### src/rtl/core/postfix_expression_evaluator_macros.svh
// Assertion macros used by the evaluator's control module.
`ifndef POSTFIX_EXPRESSION_EVALUATOR_MACROS_SVH
`define POSTFIX_EXPRESSION_EVALUATOR_MACROS_SVH

// Checks that an antecedent implies a consequent in the same cycle.
`define PEE_ASSERT_IMPLY(label, clk, rst, ante, cons, msg) \
   label: assert property (@(posedge clk) disable iff (rst) (ante) |-> (cons)) \
      else $error(msg);

// Checks that an antecedent implies a consequent in the next cycle.
`define PEE_ASSERT_NEXT(label, clk, rst, ante, cons, msg) \
   label: assert property (@(posedge clk) disable iff (rst) (ante) |=> (cons)) \
      else $error(msg);

`endif

### src/rtl/core/pee_pkg.sv
package pee_pkg;

   // Character codes of the expression alphabet.
   localparam logic [7:0] CHAR_ZERO  = 8'h30;
   localparam logic [7:0] CHAR_NINE  = 8'h39;
   localparam logic [7:0] CHAR_PLUS  = 8'h2B;
   localparam logic [7:0] CHAR_MINUS = 8'h2D;
   localparam logic [7:0] CHAR_TIMES = 8'h2A;
   localparam logic [7:0] CHAR_DIV   = 8'h2F;
   localparam logic [7:0] CHAR_POW   = 8'h5E;

   // Status codes.
   localparam logic [2:0] ST_OK      = 3'd0;
   localparam logic [2:0] ST_UNDER   = 3'd1;
   localparam logic [2:0] ST_DIVZERO = 3'd2;
   localparam logic [2:0] ST_FULL    = 3'd3;
   localparam logic [2:0] ST_UNKNOWN = 3'd4;

   typedef struct packed {
      logic [7:0] symbol;
      logic       last;
   } req_type;

   typedef struct packed {
      logic signed [31:0] value;
      logic [2:0]         status;
   } rsp_type;

   // Datapath operation selected by the controller.
   typedef enum logic [2:0] {
      OP_ADD,
      OP_SUB,
      OP_MUL,
      OP_DIV,
      OP_POW
   } op_type;

   // Commands from the controller to the datapath.
   typedef struct packed {
      logic       rd_top;     // read the top two entries
      logic       push_digit; // write a digit above the top
      logic [3:0] digit;
      logic       start;      // start an operation on the read operands
      op_type     op;
      logic       write_res;  // write the result, pop one
      logic       finish;     // build the response, clear the stack
      logic [2:0] err;        // error to record (ST_OK for none)
   } cmd_type;

   // Status from the datapath to the controller.
   typedef struct packed {
      logic busy;
      logic done;
      logic rhs_zero;
      logic few;   // fewer than two operands
      logic empty;
      logic full;
   } sts_type;

endpackage

### src/rtl/core/pee_control.sv
`include "postfix_expression_evaluator_macros.svh"
module pee_control (
   input  logic              clock,
   input  logic              reset,
   input  logic              req_valid,
   output logic              req_ready,
   input  pee_pkg::req_type  req_data,
   output logic              rsp_valid,
   input  logic              rsp_ready,
   output pee_pkg::cmd_type  cmd,
   input  pee_pkg::sts_type  sts
);
   typedef enum logic [2:0] {
      S_IDLE, S_READ, S_START, S_WAIT, S_END, S_FIN, S_OUT
   } state_type;

   state_type state_ff, state_in;
   logic [7:0] sym_ff, sym_in;
   logic last_ff, last_in;
   logic is_digit, is_op;
   pee_pkg::op_type op_dec;

   assign is_digit = (sym_ff >= pee_pkg::CHAR_ZERO) && (sym_ff <= pee_pkg::CHAR_NINE);

   // Operator decode.
   always_comb begin
      is_op = 1'b1; op_dec = pee_pkg::OP_ADD;
      case (sym_ff)
         pee_pkg::CHAR_PLUS:  op_dec = pee_pkg::OP_ADD;
         pee_pkg::CHAR_MINUS: op_dec = pee_pkg::OP_SUB;
         pee_pkg::CHAR_TIMES: op_dec = pee_pkg::OP_MUL;
         pee_pkg::CHAR_DIV:   op_dec = pee_pkg::OP_DIV;
         pee_pkg::CHAR_POW:   op_dec = pee_pkg::OP_POW;
         default:             is_op = 1'b0;
      endcase
   end

   // Sequencing of one character.
   always_comb begin
      state_in = state_ff; sym_in = sym_ff; last_in = last_ff;
      cmd = '0; cmd.op = op_dec; cmd.err = pee_pkg::ST_OK;
      cmd.digit = 4'(sym_ff - pee_pkg::CHAR_ZERO);
      case (state_ff)
         S_IDLE: if (req_valid) begin
            sym_in = req_data.symbol; last_in = req_data.last; state_in = S_READ;
         end
         S_READ: begin
            if (is_digit) begin
               cmd.push_digit = 1'b1;
               if (sts.full) cmd.err = pee_pkg::ST_FULL;
               state_in = S_END;
            end else if (is_op) begin
               if (sts.few) begin
                  cmd.err = pee_pkg::ST_UNDER; state_in = S_END;
               end else begin
                  cmd.rd_top = 1'b1; state_in = S_START;
               end
            end else begin
               cmd.err = pee_pkg::ST_UNKNOWN; state_in = S_END;
            end
         end
         S_START: begin
            if (op_dec == pee_pkg::OP_DIV && sts.rhs_zero) begin
               cmd.err = pee_pkg::ST_DIVZERO; state_in = S_END;
            end else begin
               cmd.start = 1'b1; state_in = S_WAIT;
            end
         end
         S_WAIT: if (sts.done) begin
            cmd.write_res = 1'b1; state_in = S_END;
         end
         S_END: begin
            if (!last_ff) state_in = S_IDLE;
            else begin
               cmd.rd_top = 1'b1; state_in = S_FIN;
            end
         end
         S_FIN: begin
            if (sts.empty) cmd.err = pee_pkg::ST_UNDER;
            cmd.finish = 1'b1; state_in = S_OUT;
         end
         S_OUT: if (rsp_ready) state_in = S_IDLE;
         default: state_in = S_IDLE;
      endcase
   end

   always_ff @(posedge clock) begin
      if (reset) state_ff <= S_IDLE;
      else state_ff <= state_in;
      sym_ff <= sym_in; last_ff <= last_in;
   end

   assign req_ready = (state_ff == S_IDLE);
   assign rsp_valid = (state_ff == S_OUT);

   `PEE_ASSERT_IMPLY(a_ready_idle, clock, reset, req_ready, !rsp_valid, "ready while result pending")
   `PEE_ASSERT_NEXT(a_start_busy, clock, reset, cmd.start && (cmd.op == pee_pkg::OP_DIV), sts.busy, "divider did not start")
   `PEE_ASSERT_NEXT(a_fin_out, clock, reset, cmd.finish, rsp_valid, "finish without result")
endmodule

### config.mk
export PLATFORM = sky130hd
export DESIGN_NAME = pee_control
export DESIGN_NICKNAME = d
export VERILOG_FILES = /design/src/rtl/core/pee_pkg.sv /design/src/rtl/core/pee_control.sv
export VERILOG_INCLUDE_DIRS = /design/src /design/src/rtl/core
export SDC_FILE = /design/constraint.sdc
export NUM_CORES = 1
export LEC_CHECK = 0
export BUFFER_PORTS_ARGS = -buffer_cell sky130_fd_sc_hd__buf_4
export CAP_MARGIN = 25
export CORE_ASPECT_RATIO = 1.1
export CORE_UTILIZATION = 46
export CTS_CLUSTER_DIAMETER = 150
export DETAILED_ROUTE_END_ITERATION = 7
export PLACE_DENSITY = 0.77
export SETUP_SLACK_MARGIN = 0.3
export SLEW_MARGIN = 20
export SYNTH_ARGS = -nofsm -noshare
export SYNTH_HDL_FRONTEND = slang
export SYNTH_SLANG_ARGS = --single-unit
### constraint.sdc
create_clock -name clock -period 1.7 [get_ports clock]
set_input_delay 0.085 -clock clock [delete_from_list [all_inputs] [get_ports clock]]
set_output_delay 0.085 -clock clock [all_outputs]
set_load 0.05 [all_outputs]
# ---- After elaboration in Yosys (flattened, before gate mapping)
# Index checks and enable logic that the tools add are counted.
dict set report word_totals {
  regBits 12
  inputBits 19
  output_inout_bits 17
  word_cells 57
}
dict set report op_classes {
  addsub 1
  magnitude_cmp 2
  n_eq_ne 15
  mux 30
  reduce_logical 6
}
# operator count
set op_table {}
lappend op_table {{$eq 8x6->1 const B} 4}
lappend op_table {{$mux 3} 10}
lappend op_table {{$pmux 3 s7} 1}
lappend op_table {{$mux 1} 14}
lappend op_table {{$pmux 3 s4} 1}
lappend op_table {{$eq 3x2->1 const B} 3}
lappend op_table {{$eq 3x3->1 const B} 3}
lappend op_table {{$pmux 3 s3} 1}
lappend op_table {{$eq 8x7->1 const B} 1}
lappend op_table {{$ge 8x6->1 const B} 1}
lappend op_table {{$le 8x6->1 const B} 1}
lappend op_table {{$reduce_or 5->1} 1}
lappend op_table {{$mux 2} 2}
lappend op_table {{$ne 2x2->1 const B} 2}
lappend op_table {{$sub 4x1->4 const B} 1}
lappend op_table {{$eq 3x1->1 const B} 1}
lappend op_table {{$logic_not 3->1} 1}
lappend op_table {{$reduce_and 3->1} 1}
lappend op_table {{$logic_and 1x1->1} 2}
lappend op_table {{$ne 2x1->1 const B} 1}
lappend op_table {{$pmux 1 s2} 1}
lappend op_table {{$reduce_and 2->1} 1}

# ---- Logic depth before layout (Yosys ltp)
# Gate-level depths: netlist of the first run.
dict set report logic_depth {
  word_depth 6
  mapped_depth 5
  ltp_nobuf 4
}

# ---- Worst setup path before layout of the first run
# No wires, ideal clock.
dict set report synth_path {
  path_type {register -> register}
  start {reg state_ff[0]}
  end {reg last_ff (enable)}
  setup_time_ns 0.338
  t_arrival_ns 2.046
  required_time_ns 1.362
  slack_ns -0.684
  path_stages_with_launch 4
  n_path_buf 1
  synth_period_minus_slack_ns 2.384
  cell_sequence {dfxtp_1 -> buf_2 -> nor3_1 -> and2_1}
}
dict set report synth_between {
  elab_chain_cells 2
}
# item line
set synth_rtl {}
lappend synth_rtl {{start: declaration} pee_control.sv:17} ;# state_type state_ff, state_in;
lappend synth_rtl {{start signal: assignment} pee_control.sv:89} ;# else state_ff <= state_in;
lappend synth_rtl {{$logic_not 3->1} --}
lappend synth_rtl {{net req_ready} pee_control.sv:6} ;# output logic req_ready,
lappend synth_rtl {{$reduce_and 2->1 (no source line)} --}
lappend synth_rtl {{end signal: assignment} pee_control.sv:90} ;# sym_ff <= sym_in; last_ff <= last_in;
lappend synth_rtl {{end: declaration} pee_control.sv:19} ;# logic last_ff, last_in;
# The timed path passes the listed nets, and every way through them passes these cells.
# A chain may end at the register's enable or synchronous reset.

==> impl_metrics.env, run 1 <==
export IMPL_status="complete, but fails checks"
export IMPL_violations="negative setup slack"
export IMPL_power_frac_comb_pct=53.1
export IMPL_synth_seq_cells=12
export IMPL_r2r_start="sym_ff[7]"
export IMPL_dp_cells=136
export IMPL_synth_edf_count=9
export IMPL_syn_num_nets=108
export IMPL_htreeDepth=1
export IMPL_die_area_sq_um=2020
export IMPL_finalHoldWorstSlack_ns=0.0234
export IMPL_clkPwrFrac_pct=13.6
export IMPL_netlist_top_cells_area="edfxtp_1 32%, dfxtp_1 7.1%, a21oi_1 3.5%, buf_4 3.5%, nand2_1 3.5%"
export IMPL_max_freq_ghz=0.528
export IMPL_placementRows=15
export IMPL_clk_latency_ns=0.26
export IMPL_cp_startpoint="sym_ff[5]"
export IMPL_globalplace_congestion=0.765
export IMPL_syn_to_final_growth_pct=69.7
export IMPL_clockRootBuffer="clkbuf_4"
export IMPL_p_int_uw=737
export IMPL_cts_max_path_buffers=2
export IMPL_synth_top_cell_by_area="edfxtp_1"
export IMPL_clk_pin_slew_ns=0.08
export IMPL_post_route_period_util_pct=111
export IMPL_post_route_cell_area_sq_um=1440
export IMPL_maxCapViolations=0
export IMPL_finalHoldViolCount=0
export IMPL_cp_arrival_ns=1.81
export IMPL_cts_tree="built"
export IMPL_die_y_um=47.1
export IMPL_r2r_end="state_ff[1]"
export IMPL_avgSynthCellArea_sq_um=9.55
export IMPL_sw_frac_of_total_pct=43.0
export IMPL_rsz0062_at_grt="yes"
export IMPL_p_sw_uw=557
export IMPL_antenna_found_initial=0
export IMPL_drt_total_wl_um=2580
export IMPL_syn_instance_count=89
export IMPL_seq_power_share_pct=33.3
export IMPL_grt_max_degree=17
export IMPL_skew_ns=0.00354
export IMPL_slew_headroom_pct=75.5
export IMPL_syn_area_sq_um=850
export IMPL_peakVddDrop_mv=0.781
export IMPL_dpl_cell_area_sq_um=1170
export IMPL_drive_gt1_share_pct=54.3
export IMPL_yosysMostFrequentCell="edfxtp_1"
export IMPL_coreArea_sq_um=1650
export IMPL_grt_pass1_wl_um=3930
export IMPL_power_leakage_uw=0.000614
export IMPL_wire_per_inst_um=16.4
export IMPL_final_cells=157
export IMPL_cts_sinks=12
export IMPL_vias=885
export IMPL_drc_errors=0
export IMPL_crit_path_end="cmd[0]"
export IMPL_initial_utilization_pct=51.4
export IMPL_min_from="reset"
export IMPL_first_pass_iters=4
export IMPL_cts_buffers=3
export IMPL_period_minus_slack_ns=1.89
export IMPL_drt_iter0_drc=10
export IMPL_crit_fanout=5
export IMPL_ys_top_cells_by_count="9 x edfxtp_1, 8 x nand2_1, 6 x a21oi_1"
export IMPL_post_synth_top_area_fraction_pct=31.8
export IMPL_ys_seq_area_share_pct=38.9
export IMPL_end_kind="output pin"
export IMPL_nNetsFinal=160
export IMPL_r2r_slack_ns=-0.03
export IMPL_p_per_area_nw_per_um2=898
export IMPL_setup_viol=6
export IMPL_required_ns=1.62
export IMPL_slew_violations=0
export IMPL_ys_flop_type="edfxtp_1"
export IMPL_vias_per_cell=5.64
export IMPL_fin_ws_ns=-0.192
export IMPL_yosys_warnings=0
export IMPL_r2r_cells=7
export IMPL_antennaDiodeCount=0
export IMPL_grt_overflow=0
export IMPL_ant_nets=0
export IMPL_setup_tns_final_ns=-0.677
export IMPL_grt_pass1_vias=855
export IMPL_die_w_um=43.0
export IMPL_hold_path_class="primary input to flop"
export IMPL_holdPathStages=2
export IMPL_ys_types=40
export IMPL_tightest_slew_ns=0.363
export IMPL_ios=36
export IMPL_cp_start_kind="flop"
export IMPL_synthArstFlopShare_pct=0
export IMPL_hpwl_um=1540
export IMPL_io_buffers=34
export IMPL_critical_path_class="flop to output pin"
export IMPL_grt_usage_pct=26.9
==> state kept, by name (all words and copies together) (netlist names) <==
name	flops
state_ff	3
last_ff	1
sym_ff	8
==> stage by stage <==
| stage | power (uW) | worst slack, ns | util [%] |
|---|---|---|---|
| global placement | 997 | 0.0935 | 71.1 |
| detailed placement | 1010 | 0.0412 | 71.1 |
| CTS | 1250 | -0.172 | 86.2 |
| finish | 1290 | -0.192 | 87.3 |
| floorplan | 879 | 0.132 | - |
| global route | 1360 | -0.282 | 87.3 |
==> cells by family (layout without fill, tap and decap cells) <==
family                 count (synthesis)  in the layout  share of synthesized area (%)
AND/OR/NAND/NOR                       40             40                           32.5
XOR/XNOR                               2              2                           2.06
AO/OA/AOI/OAI                         20             20                           16.1
flip-flops                            12             12                           38.9
buffers and inverters                 14             65                           9.28
multiplexers                           1              1                           1.18
==> worst min path at each step <==
stage,to,slack (ns)
floorplan,state_ff[1],0.15
detailed placement,sym_ff[4],0.26
CTS,state_ff[1],0.01
global route,state_ff[1],0.03
finish,state_ff[1],0.02
global placement,last_ff,0.26
==> routing by layer <==
metal	track usage [%]	wire, um	share of wire (%)
met1	30.2	965	37
met2	53.6	1460	57
met3	3.46	106	4.1
met4	8.48	46	1.8
met5	0	0	0
==> power by group through the flow <==
stage	Sequential (uW)	Combinational [uW]	Clock [uW]
4_1_cts	420	656	176
2_1_floorplan	409	470	0
3_5_place_dp	428	584	0
6_report	431	687	176
5_1_grt	437	728	192
3_3_place_gp	427	571	0
==> placed cells by master (no fill, tap or decap), types with 2 or more instances in the layout <==
cell type,synthesis,routed
nand3_1,3,2
nand3b_1,2,2
a21oi_1,6,4
dfxtp_1,3,2
nor2_4,0,2
nor3b_1,2,2
dlygate4sd3_1,0,9
and3_1,3,2
clkbuf_4,0,3
nor3_4,0,2
a21oi_4,0,3
and2b_2,0,2
nand2_1,8,6
edfxtp_1,9,9
buf_6,1,11
nor2b_1,2,2
buf_4,4,36
inv_1,5,5
o21ai_0,5,4
==> repair_timing <==
action                     in CTS  in global routing
setup buffers                   8                  0
pin swaps                       7                  9
setup endpoints to repair      12                 14
hold buffers                    9                  0
resized for setup              20                  4
hold endpoints to repair        9                  0
==> final cells by class <==
cell class,instances,area (sq um)
Clock buffer,3,22.5
Clock inverter,1,3.75
Fill cell,88,210
Inverter,5,18.8
Multi-Input combinational cell,63,559
Sequential cell,12,332
Tap cell,17,21.3
Timing Repair Buffer,56,484
==> worst max-delay path, cell delays in order (launching register included) <==
cell and delay (ns):
edfxtp_1 0.39, and2b_2 0.23, and4b_2 0.29, a211o_1 0.33, a21oi_4 0.14, buf_6 0.17
Note: power is estimated with default switching activity, not from simulation.
==> run 2: changes to the inputs <==
--- a/config.mk
+++ b/config.mk
@@ -10,8 +10,8 @@
 export CAP_MARGIN = 25
 export CORE_ASPECT_RATIO = 1.1
 export CORE_UTILIZATION = 46
-export CTS_CLUSTER_DIAMETER = 150
 export DETAILED_ROUTE_END_ITERATION = 7
+export HOLD_SLACK_MARGIN = 0.06
 export PLACE_DENSITY = 0.77
 export SETUP_SLACK_MARGIN = 0.3
 export SLEW_MARGIN = 20
==> run 2 against run 1 <==
Against the previous run:
- the run still ends with negative setup slack left
- first-iteration DRC count is 30% higher
- fmax is 0.23% lower
- combinational power hardly changed
- register-to-register slack hardly changed
- non-clock buffer count is 1 higher
- critical endpoint unchanged
==> impl_metrics.env, run 2 (synthesis results as in run 1) <==
export IMPL_status="complete, but fails checks"
export IMPL_violations="negative setup slack"
export IMPL_htreeDepth=1
export IMPL_post_route_period_util_pct=112
export IMPL_setup_tns_final_ns=-0.674
export IMPL_required_ns=1.62
export IMPL_wire_per_inst_um=16.5
export IMPL_cts_tree="built"
export IMPL_vias_per_cell=5.59
export IMPL_largest_reg_flops=8
export IMPL_ant_nets=0
export IMPL_regMostFlops="sym_ff"
export IMPL_grt_overflow=0
export IMPL_vias=883
export IMPL_setup_viol=6
export IMPL_placementRows=15
export IMPL_finalHoldViolCount=0
export IMPL_cts_buffers=3
export IMPL_slew_headroom_pct=74.5
export IMPL_final_util_pct=87.9
export IMPL_grt_usage_pct=27.2
export IMPL_clk_pin_slew_ns=0.08
export IMPL_grt_pass1_vias=862
export IMPL_path_cells="nor3b_2 > nand3b_1 > a211o_1 > a21oi_4 > buf_6"
export IMPL_drc_errors=0
export IMPL_cp_start_kind="flop"
export IMPL_ios=36
export IMPL_cts_max_path_buffers=2
export IMPL_globalplace_congestion=0.765
export IMPL_critical_path_class="flop to output pin"
export IMPL_first_pass_iters=4
export IMPL_pre_cts_slack_ns=0.0412
export IMPL_hold_path_class="primary input to flop"
export IMPL_period_minus_slack_ns=1.90
export IMPL_drt_iter0_drc=13
export IMPL_peakVddDrop_mv=0.778
export IMPL_power_leakage_uw=0.000618
export IMPL_die_w_um=43.0
export IMPL_grt_max_degree=17
export IMPL_cp_arrival_ns=1.81
export IMPL_largestRegisters="sym_ff: 8 flops, state_ff: 3 flops, last_ff: 1 flops"
export IMPL_cts_sinks=12
export IMPL_crit_slowest_cell="edfxtp_1"
export IMPL_clockRootBuffer="clkbuf_4"
export IMPL_die_area_sq_um=2020
export IMPL_path_delay_family="compound AO/OA/AOI/OAI gates"
export IMPL_antenna_found_initial=0
export IMPL_clk_latency_ns=0.26
export IMPL_crit_fanout=4
export IMPL_drive_gt1_share_pct=53.9
export IMPL_maxCapViolations=0
export IMPL_grt_pass1_wl_um=3970
export IMPL_nNetsFinal=161
export IMPL_coreArea_sq_um=1650
export IMPL_end_kind="output pin"
export IMPL_antennaDiodeCount=0
export IMPL_die_y_um=47.1
export IMPL_fin_ws_ns=-0.197
export IMPL_rsz0062_at_grt="yes"
export IMPL_crit_buf_inv=1
export IMPL_p_per_area_nw_per_um2=893
export IMPL_final_common_cell="buf_4"
export IMPL_drt_total_wl_um=2610
export IMPL_most_common_layout_cells="36 x buf_4, 11 x buf_6, 10 x dlygate4sd3_1"
export IMPL_slowest_delay_ns=0.43
export IMPL_skew_ns=0.00379
export IMPL_tightest_slew_ns=0.378
export IMPL_syn_to_final_growth_pct=70.8
export IMPL_initial_utilization_pct=51.4
export IMPL_hpwl_um=1540
export IMPL_slew_violations=0
export IMPL_io_buffers=34
export IMPL_max_freq_ghz=0.527
[run 2: changes by cell type in the layout (fill, tap and decap cells not counted)]
cell,previous run,this run
dlygate4sd3_1,9,10
[run 2: metal layers]
layer  routed length, um  track usage [%]
met5                   0                0
met4                  50             8.48
met3                  86             3.46
met2                1460             54.2
met1                1020             30.7
[run 2: per-stage QoR]
stage	hold slack (ns)	instances	cell area, sq um	total power [uW]
2_1_floorplan	0.154	89	927	879
3_3_place_gp	0.263	136	1170	997
3_5_place_dp	0.264	136	1170	1010
4_1_cts	0.199	158	1430	1250
5_1_grt	0.231	158	1450	1360
6_report	0.210	158	1450	1300
[run 2: layout make-up]
class | instances | area [sq um]
Fill cell | 85 | 200
Sequential cell | 12 | 332
Inverter | 5 | 18.8
Timing Repair Buffer | 57 | 494
Multi-Input combinational cell | 63 | 559
Clock inverter | 1 | 3.75
Tap cell | 17 | 21.3
Clock buffer | 3 | 22.5
[run 2: worst min-delay path, delay by kind of cell]
| family | cells | cell delay [ns] |
|---|---|---|
| compound gates | 2 | 0.20 |
| buf+inv | 2 | 0.16 |
[run 2: where the power goes]
group	leakage (uW)	switching [uW]	total (uW)	internal, uW
Sequential	0.000110	54.8	431	376
Clock	0.0000154	90.3	175	84.7
Combinational	0.000493	413	690	278
[run 2: final timing paths]
path                     from           to  slack [ns]  depth (start not counted)
setup / recovery    sym_ff[7]       cmd[0]       -0.20                          5
hold / removal      req_valid  state_ff[0]        0.21                          4
setup reg to reg    sym_ff[7]  state_ff[1]       -0.03                          7
hold reg to reg   state_ff[1]  state_ff[2]        0.77                          3
[run 2: timing repair]
action,in CTS,in global routing
hold buffers,10,0
buffers inserted,8,0
hold endpoints to repair,10,0
resized for setup,20,4
pin swaps,7,9
setup endpoints to repair,12,14
==> run 3: changes to the inputs <==
--- a/config.mk
+++ b/config.mk
@@ -8,11 +8,13 @@
 export LEC_CHECK = 0
 export BUFFER_PORTS_ARGS = -buffer_cell sky130_fd_sc_hd__buf_4
 export CAP_MARGIN = 25
+export CELL_PAD_IN_SITES_DETAIL_PLACEMENT = 1
+export CELL_PAD_IN_SITES_GLOBAL_PLACEMENT = 1
 export CORE_ASPECT_RATIO = 1.1
-export CORE_UTILIZATION = 46
+export CORE_UTILIZATION = 34
 export DETAILED_ROUTE_END_ITERATION = 7
 export HOLD_SLACK_MARGIN = 0.06
-export PLACE_DENSITY = 0.77
+export PLACE_DENSITY_LB_ADDON = 0.1
 export SETUP_SLACK_MARGIN = 0.3
 export SLEW_MARGIN = 20
 export SYNTH_ARGS = -nofsm -noshare
==> run 3 against run 2 <==
Against the previous run:
- the run still ends with negative setup slack left
- via count grew 6.8%
- sequential power rose by 2%
- flip-flop and latch count unchanged
- worst hold slack got worse by 0.010 ns
- first-iteration DRC count shrank 46%
- critical path depth stayed put
- cell count rose by 15%
- utilization shrank 20 points
- non-clock buffer count is 11 higher
- critical endpoint unchanged
- largest cell class is now buffers
==> impl_metrics.env, run 3 (synthesis results as in run 1) <==
export IMPL_coreArea_sq_um=2300
export IMPL_status="complete, but fails checks"
export IMPL_post_route_cell_area_sq_um=1570
export IMPL_end_kind="output pin"
export IMPL_io_buffers=34
export IMPL_violations="negative setup slack"
export IMPL_die_area_sq_um=2700
export IMPL_cts_max_path_buffers=2
export IMPL_dpl_cell_area_sq_um=1210
export IMPL_ant_nets=0
export IMPL_critical_path_class="flop to output pin"
export IMPL_hold_path_class="primary input to flop"
export IMPL_skew_ns=0.00350
export IMPL_cts_buffers=3
export IMPL_setup_tns_final_ns=-0.808
export IMPL_cts_tree="built"
export IMPL_max_freq_ghz=0.521
export IMPL_syn_to_final_growth_pct=84.8
export IMPL_placementRows=18
export IMPL_antennaDiodeCount=0
export IMPL_die_y_um=54.4
export IMPL_slowest_delay_ns=0.42
export IMPL_maxCapViolations=0
export IMPL_drt_iter0_drc=7
export IMPL_finalHoldViolCount=0
export IMPL_cp_arrival_ns=1.84
export IMPL_power_leakage_uw=0.000655
export IMPL_final_common_cell="buf_4"
export IMPL_nNetsFinal=172
export IMPL_die_w_um=49.7
export IMPL_wire_per_inst_um=16.3
export IMPL_hpwl_um=1750
export IMPL_post_route_period_util_pct=113
export IMPL_rsz0062_at_grt="yes"
export IMPL_drc_errors=0
export IMPL_cp_start_kind="flop"
export IMPL_path_delay_family="simple AND/OR/NAND/NOR gates"
export IMPL_clockRootBuffer="clkbuf_4"
export IMPL_largestRegisters="sym_ff: 8 flops, state_ff: 3 flops, last_ff: 1 flops"
export IMPL_grt_max_degree=13
export IMPL_vias=943
export IMPL_slew_headroom_pct=76.7
export IMPL_drive_gt1_share_pct=57.2
export IMPL_tightest_slew_ns=0.344
export IMPL_period_minus_slack_ns=1.92
export IMPL_grt_usage_pct=23.4
export IMPL_dp_cells=152
export IMPL_required_ns=1.62
export IMPL_path_cells="and4bb_2 > nand4_1 > a211o_1 > a21oi_4 > buf_6"
export IMPL_finalHoldWorstSlack_ns=0.200
export IMPL_drt_total_wl_um=2970
export IMPL_final_cells=182
export IMPL_grt_overflow=0
export IMPL_clk_pin_slew_ns=0.07
export IMPL_globalplace_congestion=0.746
export IMPL_most_common_layout_cells="45 x buf_4, 11 x buf_6, 10 x dlygate4sd3_1"
export IMPL_cts_sinks=12
export IMPL_regMostFlops="sym_ff"
export IMPL_crit_slowest_cell="edfxtp_1"
export IMPL_initial_utilization_pct=37.0
export IMPL_antenna_found_initial=0
export IMPL_clk_latency_ns=0.27
export IMPL_first_pass_iters=4
export IMPL_ios=36
export IMPL_crit_buf_inv=1
export IMPL_p_per_area_nw_per_um2=862
export IMPL_peakVddDrop_mv=0.774
export IMPL_crit_fanout=3
export IMPL_vias_per_cell=5.18
export IMPL_setup_viol=8
export IMPL_htreeDepth=1
export IMPL_grt_pass1_wl_um=4600
export IMPL_largest_reg_flops=8
export IMPL_grt_pass1_vias=1028
export IMPL_fin_ws_ns=-0.221
export IMPL_slew_violations=0
## run 3: cell count changes in the layout (fill, tap and decap cells not counted), sizes merged
cell,previous run,this run
buf,47,58
clkinv,1,0
clkbuf,3,4
clkinvlp,0,1
inv,5,4
## run 3: what timing repair did
| action | 4_1_cts | 5_1_grt |
|---|---|---|
| hold buffers | 10 | 0 |
| buffers inserted | 12 | 4 |
| endpoints found under the hold margin | 10 | 0 |
| setup endpoints to repair | 14 | 13 |
| pin swaps | 14 | 3 |
| resized for setup | 20 | 6 |
## run 3: worst reg2reg max path, cell delays in order, from the launching register on
cell      delay [ns]
edfxtp_1        0.44
nor3b_2         0.31
nand3_1         0.17
nand3b_1        0.25
buf_4           0.17
buf_6           0.11
o211a_1         0.10
## run 3: final timing paths
path	cells past startpoint	start	slack [ns]	to
worst max-delay path	5	sym_ff[7]	-0.22	cmd[0]
worst min-delay path	4	req_valid	0.20	state_ff[0]
worst max register to register	6	sym_ff[3]	0.05	state_ff[0]
worst min register to register	2	state_ff[1]	0.70	state_ff[1]
## run 3: report_power, final
| group | internal, uW | total [uW] | switching, uW |
|---|---|---|---|
| logic | 314 | 734 | 420 |
| registers | 378 | 439 | 60.1 |
| clock network | 90.8 | 181 | 90.5 |
## run 3: stage by stage
step                setup WS [ns]  total power (uW)  utilization [%]
floorplan                   0.132               879                -
global placement           0.0868              1010             52.8
detailed placement         0.0527              1030             52.8
CTS                        -0.157              1300             65.8
global route               -0.294              1420             68.4
finish                     -0.221              1350             68.4
## run 3: area by class of cell
cell class                      count  area, sq um
Sequential cell                    12          338
Clock buffer                        4         26.3
Tap cell                           30         37.5
Multi-Input combinational cell     63          549
Inverter                            5         22.5
Fill cell                         244          727
Timing Repair Buffer               68          597
## run 3: layer usage
metal  wire length (um)  vias up  share of wire (%)  track usage (%)
li1                   -      451                  -                -
met1               1170      464                 39             23.7
met2               1720       24                 58             46.8
met3                 51        4                1.7             1.67
met4                 30        0                1.0             15.2
met5                  0        -                  0                0
